**config.mk**
```make
export PLATFORM = sky130hd
export DESIGN_NAME = kvht_div
export DESIGN_NICKNAME = d
export VERILOG_FILES = /design/src/hdl/kvht_pkg.sv /design/src/hdl/kvht_div.sv
export SDC_FILE = /design/constraint.sdc
export NUM_CORES = 1
export LEC_CHECK = 0
export BUFFER_PORTS_ARGS = -buffer_cell sky130_fd_sc_hd__buf_4
export CORE_UTILIZATION = 55
export CTS_CLUSTER_SIZE = 28
export DETAILED_ROUTE_END_ITERATION = 6
export PLACE_DENSITY = 0.81
export SYNTH_ARGS = -nofsm -noshare
export SYNTH_HDL_FRONTEND = slang
export SYNTH_SLANG_ARGS = --single-unit
```
**constraint.sdc**
```tcl
create_clock -name i_clk -period 3.2 [get_ports i_clk]
set_input_delay 0.16 -clock i_clk [delete_from_list [all_inputs] [get_ports i_clk]]
set_output_delay 0.16 -clock i_clk [all_outputs]
set_load 0.01 [all_outputs]
```
**src/hdl/kvht_pkg.sv**
```systemverilog
// ----------------------------------------------------------------------------
// kvht_pkg
// Shared types and constants for the key/value hash table.
// ----------------------------------------------------------------------------
package kvht_pkg;
    localparam int MaxBuckets = 256;
    localparam int PoolNodes  = 1024;
    localparam int BktW  = $clog2(MaxBuckets);
    localparam int NodeW = $clog2(PoolNodes);
    localparam int LinkW = NodeW + 1;
    localparam int CntW  = 9;
    localparam logic [LinkW-1:0] Nil = LinkW'(PoolNodes);

    typedef enum logic [1:0] {
        K_PUT = 2'd0, K_GET = 2'd1, K_REMOVE = 2'd2, K_ANY = 2'd3
    } t_kind;

    typedef enum logic [1:0] {
        S_OK = 2'd0, S_NOT_FOUND = 2'd1, S_FULL = 2'd2, S_EMPTY = 2'd3
    } t_status;

    typedef enum logic [4:0] {
        ST_CLEAR, ST_IDLE, ST_DIV, ST_HEAD, ST_HEAD_W, ST_NODE, ST_NODE_W,
        ST_CHECK, ST_PUT_FREE, ST_PUT_FREE_W, ST_PUT_LINK, ST_RM_LINK,
        ST_RM_LINK_W, ST_RM_FIX, ST_ANY, ST_ANY_W, ST_ANY_KEY, ST_ANY_KEY_W,
        ST_DONE
    } t_state;

    typedef struct packed {
        logic       start;
        logic [31:0] mag;
        logic [CntW-1:0] divisor;
    } t_div_req;
endpackage

```
**src/hdl/kvht_div.sv**
```systemverilog
// ----------------------------------------------------------------------------
// kvht_div
// Restoring remainder unit, one quotient bit per cycle.
// ----------------------------------------------------------------------------
module kvht_div (
    input  logic                     i_clk,
    input  logic                     i_rst_n,
    input  kvht_pkg::t_div_req       i_req,
    output logic                     o_done,
    output logic [kvht_pkg::CntW-1:0] o_rem
);
    logic [31:0]             r_dvd;
    logic [kvht_pkg::CntW:0] r_rem;
    logic [kvht_pkg::CntW-1:0] r_dsr;
    logic [5:0]              r_cnt;
    logic                    r_busy;
    logic [kvht_pkg::CntW:0] w_shift;

    assign w_shift = {r_rem[kvht_pkg::CntW-1:0], r_dvd[31]};
    assign o_done  = r_busy && (r_cnt == 6'd0);
    assign o_rem   = r_rem[kvht_pkg::CntW-1:0];

    // shift-subtract step
    always_ff @(posedge i_clk) begin
        if (!i_rst_n) begin
            r_busy <= 1'b0;
            r_cnt  <= 6'd0;
        end else if (i_req.start) begin
            r_busy <= 1'b1;
            r_cnt  <= 6'd32;
            r_dvd  <= i_req.mag;
            r_rem  <= '0;
            r_dsr  <= i_req.divisor;
        end else if (r_busy && r_cnt != 6'd0) begin
            r_cnt <= r_cnt - 6'd1;
            r_dvd <= {r_dvd[30:0], 1'b0};
            if (w_shift >= {1'b0, r_dsr}) begin
                r_rem <= w_shift - {1'b0, r_dsr};
            end else begin
                r_rem <= w_shift;
            end
        end else begin
            r_busy <= 1'b0;
        end
    end
endmodule
```
==> flow_summary.json, run 1 <==
{
  "path_delay_family": "adder cells",
  "multi_input_area_mm2": 0.00105,
  "synth_edf_count": 50,
  "cp_max_fo": 9,
  "rr_startpoint": "r_dvd[31]$_DFFE_PP_",
  "regArea_mm2": 0.00164,
  "worstPathCellList": "inv_1 -> ha_1 -> inv_1 -> fa_1 -> a21oi_1 -> a211oi_1 -> nor3_2 -> buf_4 -> mux2i_1 -> nor2_1",
  "gp_congestion": 0.762,
  "worst_slew_pin_slew_ns": 0.537,
  "cpMostUsedCell": "inv_1",
  "max_freq_mhz": 398,
  "fin_crit_ns": 2.51,
  "numCtsBuffers": 9,
  "grt_first_pass_wirelength_um": 7780,
  "die_x_um": 73.0,
  "portBuffers": 53,
  "hold_viol": 0,
  "final_cell_mix": "buf_4, edfxtp_1, mux2_2",
  "grt_pass1_vias": 1734,
  "cpMaxStageDelayCell": "fa_1",
  "pin_count": 54,
  "final_common_cell": "buf_4",
  "rows": 25,
  "yosysSeqAreaShare_pct": 59.2,
  "grt_use_met1_pct": 25.6,
  "maxSlewHeadroom_pct": 64.2,
  "drv_cap": 0,
  "root_buffer": "clkbuf_8",
  "status": "finished, final reports clean",
  "syn_to_final_growth_pct": 27.0,
  "drt_first_pass_iters": 6,
  "diodes": 0,
  "arrival_ns": 2.59,
  "clock_skew_ns": 0.00486,
  "ys_async_sr_fraction_pct": 0,
  "worstHoldPathType": "in -> reg",
  "rsz0062_at_grt": "no",
  "grt_max_degree": 49,
  "design.die.area_mm2": 0.00533,
  "cts_tree": "done",
  "cts_setup_buffers": 0,
  "maxSlewViolCount": 0,
  "use_met2_pct": 30.7,
  "nets": 321,
  "r2r_setup_slack_ns": 0.69,
  "synthesis.nets": 254,
  "ys_dominant_reg_cell": "edfxtp_1",
  "grt-ovfl-total": 0,
  "start_kind": "register",
  "reg2reg_to": "r_rem[2]$_SDFFCE_PP0P_",
  "required_ns": 3.27,
  "hold_path_end": "r_dsr[7]$_DFFE_PP_",
  "worst-path-stages": 10,
  "utilization_pct": 73.6,
  "vdd_drop_max_mv": 0.378,
  "slowest_delay_ns": 0.42,
  "hold_depth": 1,
  "setup_tns_ns": 0,
  "antenna_found_initial": 0,
  "clkLatencyLatePin_ns": 0.34,
  "htreeDepth": 3,
  "path_buf_inv": 3,
  "drc": 0,
  "vias": 1776,
  "setup.worst_path.start": "r_dvd[31]$_DFFE_PP_",
  "yosys_warnings": 0,
  "clock-sinks": 57,
  "core-area_mm2": 0.00479,
  "hp-start": "i_req[7]",
  "synth_seq_cells": 57,
  "routed_via_density": 5.27,
  "power_density_mw_per_mm2": 551,
  "hpwl_um": 3330,
  "p_leak_nw": 1.40,
  "fillers": 331,
  "synth_top_cell_by_area": "edfxtp_1",
  "ys_types": 37,
  "antenna_left": 0,
  "top_usage_layer": "met2",
  "synth.area.top_cells": "edfxtp_1, mux2_2, dfxtp_1",
  "routed_wl_um": 4990,
  "start_util_pct": 58.0,
  "grt_util_met3_pct": 5.39,
  "worst-setup-path-type": "reg -> reg",
  "grt_util_all_layers_pct": 20.3,
  "yosys.area.top_type_share_pct": 54.1,
  "fin_crit_sh_pct": 78.6,
  "cts_max_path_buffers": 2,
  "netlist_instances": 198,
  "finalSetupViolations": 0,
  "clk_pin_slew_worst_paths_ns": 0.07,
  "syn_area_per_cell_um2": 14.0,
  "rr_worst_depth": 10,
  "die_y_um": 73.0,
  "end_kind": "register",
  "synth_area_mm2": 0.00278,
  "avgRoutedWirePerCell_um": 14.8,
  "drive_gt1_share_pct": 39.3,
  "first_iter_violations": 149
}
==> area by class of cell <==
| cell class | instances | share of cell area (%) |
|---|---|---|
| inverter | 14 | 1.49 |
| tap | 67 | 2.38 |
| timing repair buffer | 62 | 13.7 |
| multi-input combinational | 121 | 29.9 |
| sequential | 57 | 46.6 |
| clock inverter | 6 | 2.34 |
| clock buffer | 10 | 3.62 |
==> power by group <==
| group | internal (W) | total, W | switching [W] |
|---|---|---|---|
| combinational | 0.000171 | 0.000321 | 0.000150 |
| clock | 0.000434 | 0.000723 | 0.000289 |
| sequential | 0.000876 | 0.000899 | 0.0000235 |
==> kinds of logic after synthesis <==
group	count (synthesis)	synth area share, %
and+or+nand+nor	36	7.35
AOI/OAI and AO/OA	27	7.21
muxes	37	14.8
DFF	57	59.2
buffers and inverters	20	2.98
xor gates and xnor gates	9	2.84
adders and majority gates	12	5.68
==> routing by layer <==
layer | share of wire [%] | routed length (µm)
met1 | 45 | 2230
met2 | 48 | 2380
met3 | 4.4 | 222
met4 | 3.2 | 158
met5 | 0 | 0
==> cells in the mapped netlist, types with 3 or more instances <==
master,n
nand2_1,5
nor2_1,10
mux2i_1,5
nand3_1,4
xnor2_1,5
nor4b_1,3
xor2_1,4
a21oi_1,8
edfxtp_1,50
clkbuf_1,5
o21a_1,5
a211oi_1,3
ha_1,11
inv_1,14
dfxtp_1,7
nand3b_1,3
mux2_2,32
==> worst max-delay path by stage <==
stage	to	slack [ns]
floorplan	r_dvd[0]$_SDFFCE_PN0P_	0.97
global placement	r_rem[2]$_SDFFCE_PP0P_	0.80
detailed placement	r_rem[1]$_SDFFCE_PP0P_	0.70
CTS	r_rem[2]$_SDFFCE_PP0P_	0.67
global route	r_rem[2]$_SDFFCE_PP0P_	0.51
finish	r_rem[2]$_SDFFCE_PP0P_	0.69
==> registers in the layout (all words and copies together) (netlist names) <==
| register | flops |
|---|---|
| r_busy | 1 |
| r_dsr | 9 |
| r_cnt | 6 |
| r_rem | 9 |
| r_dvd | 32 |
==> worst register-to-register path: stages (launching register included) <==
cell	delay, ns
edfxtp_1	0.37
inv_1	0.09
ha_1	0.17
inv_1	0.05
fa_1	0.42
a21oi_1	0.19
a211oi_1	0.11
nor3_2	0.33
buf_4	0.26
mux2i_1	0.21
nor2_1	0.06
==> timing repair <==
| action | 4_1_cts | 5_1_grt |
|---|---|---|
| hold buffers | 7 | 0 |
| resized for setup | 0 | 0 |
| hold endpoints to repair | 7 | 0 |
==> stage by stage <==
| step | setup slack, ns | instance area, µm² | instances | total power [W] | hold slack (ns) |
|---|---|---|---|---|---|
| finish | 0.686 | 3520 | 337 | 0.00194 | 0.00880 |
| global route | 0.508 | 3520 | 337 | 0.00201 | 0.00445 |
| CTS | 0.668 | 3520 | 337 | 0.00195 | 0.00152 |
| detailed placement | 0.698 | 3240 | 314 | 0.00123 | 0.339 |
| global placement | 0.803 | 3240 | 314 | 0.00122 | 0.338 |
| floorplan | 0.969 | 2780 | 198 | 0.00113 | 0.259 |
Note: power is estimated with default switching activity, not from simulation.
==> run 2: changes to the inputs <==
==> constraint.sdc (replaced) <==
create_clock -name i_clk -period 2.5 [get_ports i_clk]
set_input_delay 0.125 -clock i_clk [delete_from_list [all_inputs] [get_ports i_clk]]
set_output_delay 0.125 -clock i_clk [all_outputs]
set_load 0.01 [all_outputs]
==> run 2 against run 1 <==
Net effect:
- die area stayed put
- via count is 0.96% higher
- design area is 1.5% higher
- clock skew is 0.0016 ns higher
- fmax is 8.2% higher
- routed wire length is 2.5% higher
- critical endpoint unchanged
- largest cell class unchanged
==> flow_summary.json, run 2 (same netlist as run 1, synthesis figures left out) <==
{
  "status": "finished, final reports clean",
  "clock-sinks": 57,
  "core-area_mm2": 0.00479,
  "reg.largest.list": "r_dvd (32), r_dsr (9), r_rem (9)",
  "seq_power_share_pct": 46.0,
  "top_register": "r_dvd",
  "arrival_ns": 2.40,
  "grt_util_all_layers_pct": 21.3,
  "routed_via_density": 5.24,
  "vdd_drop_max_mv": 0.429,
  "cp_max_fo": 5,
  "largest_register_ffs": 32,
  "p_leak_nw": 1.43,
  "netSwitchingFraction_pct": 24.0,
  "end_kind": "register",
  "maxSlewViolCount": 0,
  "worst_slew_pin_slew_ns": 0.990,
  "routed_wl_um": 5120,
  "grt_first_pass_wirelength_um": 8220,
  "r2r_setup_slack_ns": 0.18,
  "first_iter_violations": 95,
  "rows": 25,
  "power_w": 0.00251,
  "fin_crit_sh_pct": 93.0,
  "clkLatencyLatePin_ns": 0.34,
  "power_switching_w": 0.000602,
  "fin_hold_ws_ns": 0.0322,
  "finalNonFillerCells": 342,
  "vias": 1793,
  "grt_max_degree": 42,
  "pin_count": 54,
  "clock_skew_ns": 0.00645,
  "cts_max_path_buffers": 2,
  "grt-ovfl-total": 0,
  "antenna_found_initial": 0,
  "worstHoldPathType": "in -> reg",
  "gp_congestion": 0.791,
  "hpwl_um": 3340,
  "start_util_pct": 58.0,
  "worst-setup-path-type": "reg -> reg",
  "fin_crit_ns": 2.32,
  "numPlacedInstances": 314,
  "p_clk_share_pct": 36.7,
  "required_ns": 2.58,
  "drive_gt1_share_pct": 40.4,
  "diodes": 0,
  "drc": 0,
  "fillers": 321,
  "start_kind": "register",
  "die_y_um": 73.0,
  "numCtsBuffers": 9,
  "combPwrFrac_pct": 17.3,
  "die_x_um": 73.0,
  "cts_tree": "done",
  "drt_first_pass_iters": 4,
  "nets": 326,
  "antenna_left": 0,
  "portBuffers": 53,
  "syn_to_final_growth_pct": 28.8,
  "design.die.area_mm2": 0.00533,
  "setup_ws_ns": 0.176,
  "final_cell_mix": "buf_4, edfxtp_1, mux2_2",
  "root_buffer": "clkbuf_8",
  "final_common_cell": "buf_4",
  "clk_pin_slew_worst_paths_ns": 0.07,
  "hold_viol": 0,
  "maxSlewHeadroom_pct": 34.0,
  "htreeDepth": 3,
  "drv_cap": 0,
  "max_freq_mhz": 430,
  "grt_pass1_vias": 1764,
  "dp_slack_ns": 0.104,
  "intPower_w": 0.00190,
  "power_density_mw_per_mm2": 701,
  "avgRoutedWirePerCell_um": 15.0,
  "finalSetupViolations": 0
}
## run 2: cell count changes in the layout (fill, tap and decap cells not counted)
cell | before | now
buf_4 | 55 | 57
a21oi_1 | 8 | 7
buf_6 | 0 | 1
fa_1 | 1 | 0
clkinvlp_4 | 0 | 1
fa_2 | 0 | 1
a21oi_2 | 0 | 1
clkinv_1 | 1 | 2
dlygate4sd3_1 | 7 | 9
clkinv_4 | 1 | 0
clkbuf_1 | 1 | 0
## run 2: area by class of cell
cell class	count	area, µm²	share of cell area (%)
Multi-Input combinational cell	121	1060	29.6
Timing Repair Buffer	67	529	14.8
Sequential cell	57	1640	45.9
Clock inverter	7	85.1	2.38
Clock buffer	9	124	3.47
Tap cell	67	83.8	2.35
Inverter	14	52.6	1.47
## run 2: path summary, 6_finish.rpt
check	cells after the start	start	to
worst min register to register	2	r_cnt[4]$_SDFFE_PP0P_	r_cnt[4]$_SDFFE_PP0P_
worst max-delay path	10	r_dvd[31]$_DFFE_PP_	r_rem[2]$_SDFFCE_PP0P_
worst min-delay path	2	i_rst_n	r_cnt[5]$_SDFFE_PN0N_
worst max register to register	10	r_dvd[31]$_DFFE_PP_	r_rem[2]$_SDFFCE_PP0P_
## run 2: repair_timing
item / CTS / global route
buffers inserted: 0 / 2
endpoints found under the hold margin: 9 / 0
gates resized for setup: 0 / 4
hold buffers: 9 / 0
endpoints found under the setup margin: 0 / 5
## run 2: power by group through the flow
| stage | registers (W) | clock network (W) | logic [W] |
|---|---|---|---|
| after floorplan | 0.00117 | 0 | 0.000272 |
| after global placement | 0.00117 | 0 | 0.000389 |
| after detailed placement | 0.00117 | 0 | 0.000403 |
| after CTS | 0.00115 | 0.000936 | 0.000419 |
| after global routing | 0.00116 | 0.000966 | 0.000475 |
| final | 0.00115 | 0.000920 | 0.000434 |
## run 2: layer usage
| layer | GRT usage (%) | part of all wire (%) | vias up |
|---|---|---|---|
| li1 | - | - | 890 |
| met1 | 26.2 | 46 | 856 |
| met2 | 33.7 | 49 | 39 |
| met3 | 7.87 | 4.0 | 8 |
| met4 | 9.15 | 1.5 | 0 |
| met5 | 0 | 0 | - |
## run 2: worst max-delay path: stages, from the launching register on
cell and delay (ns):
edfxtp_1 0.35, inv_1 0.09, ha_1 0.17, inv_1 0.06
fa_2 0.37, a21oi_2 0.16, a211oi_1 0.10, nor3_2 0.32
buf_6 0.19, mux2i_1 0.20, nor2_1 0.06
## run 2: per-stage QoR
stage                     TNS, ns  cell area, µm²  util (%)
after floorplan                 0            2780         -
after CTS                       0            3540      74.0
after global placement          0            3240      67.8
after global routing      -0.0225            3570      74.7
final                           0            3570      74.7
after detailed placement        0            3240      67.8
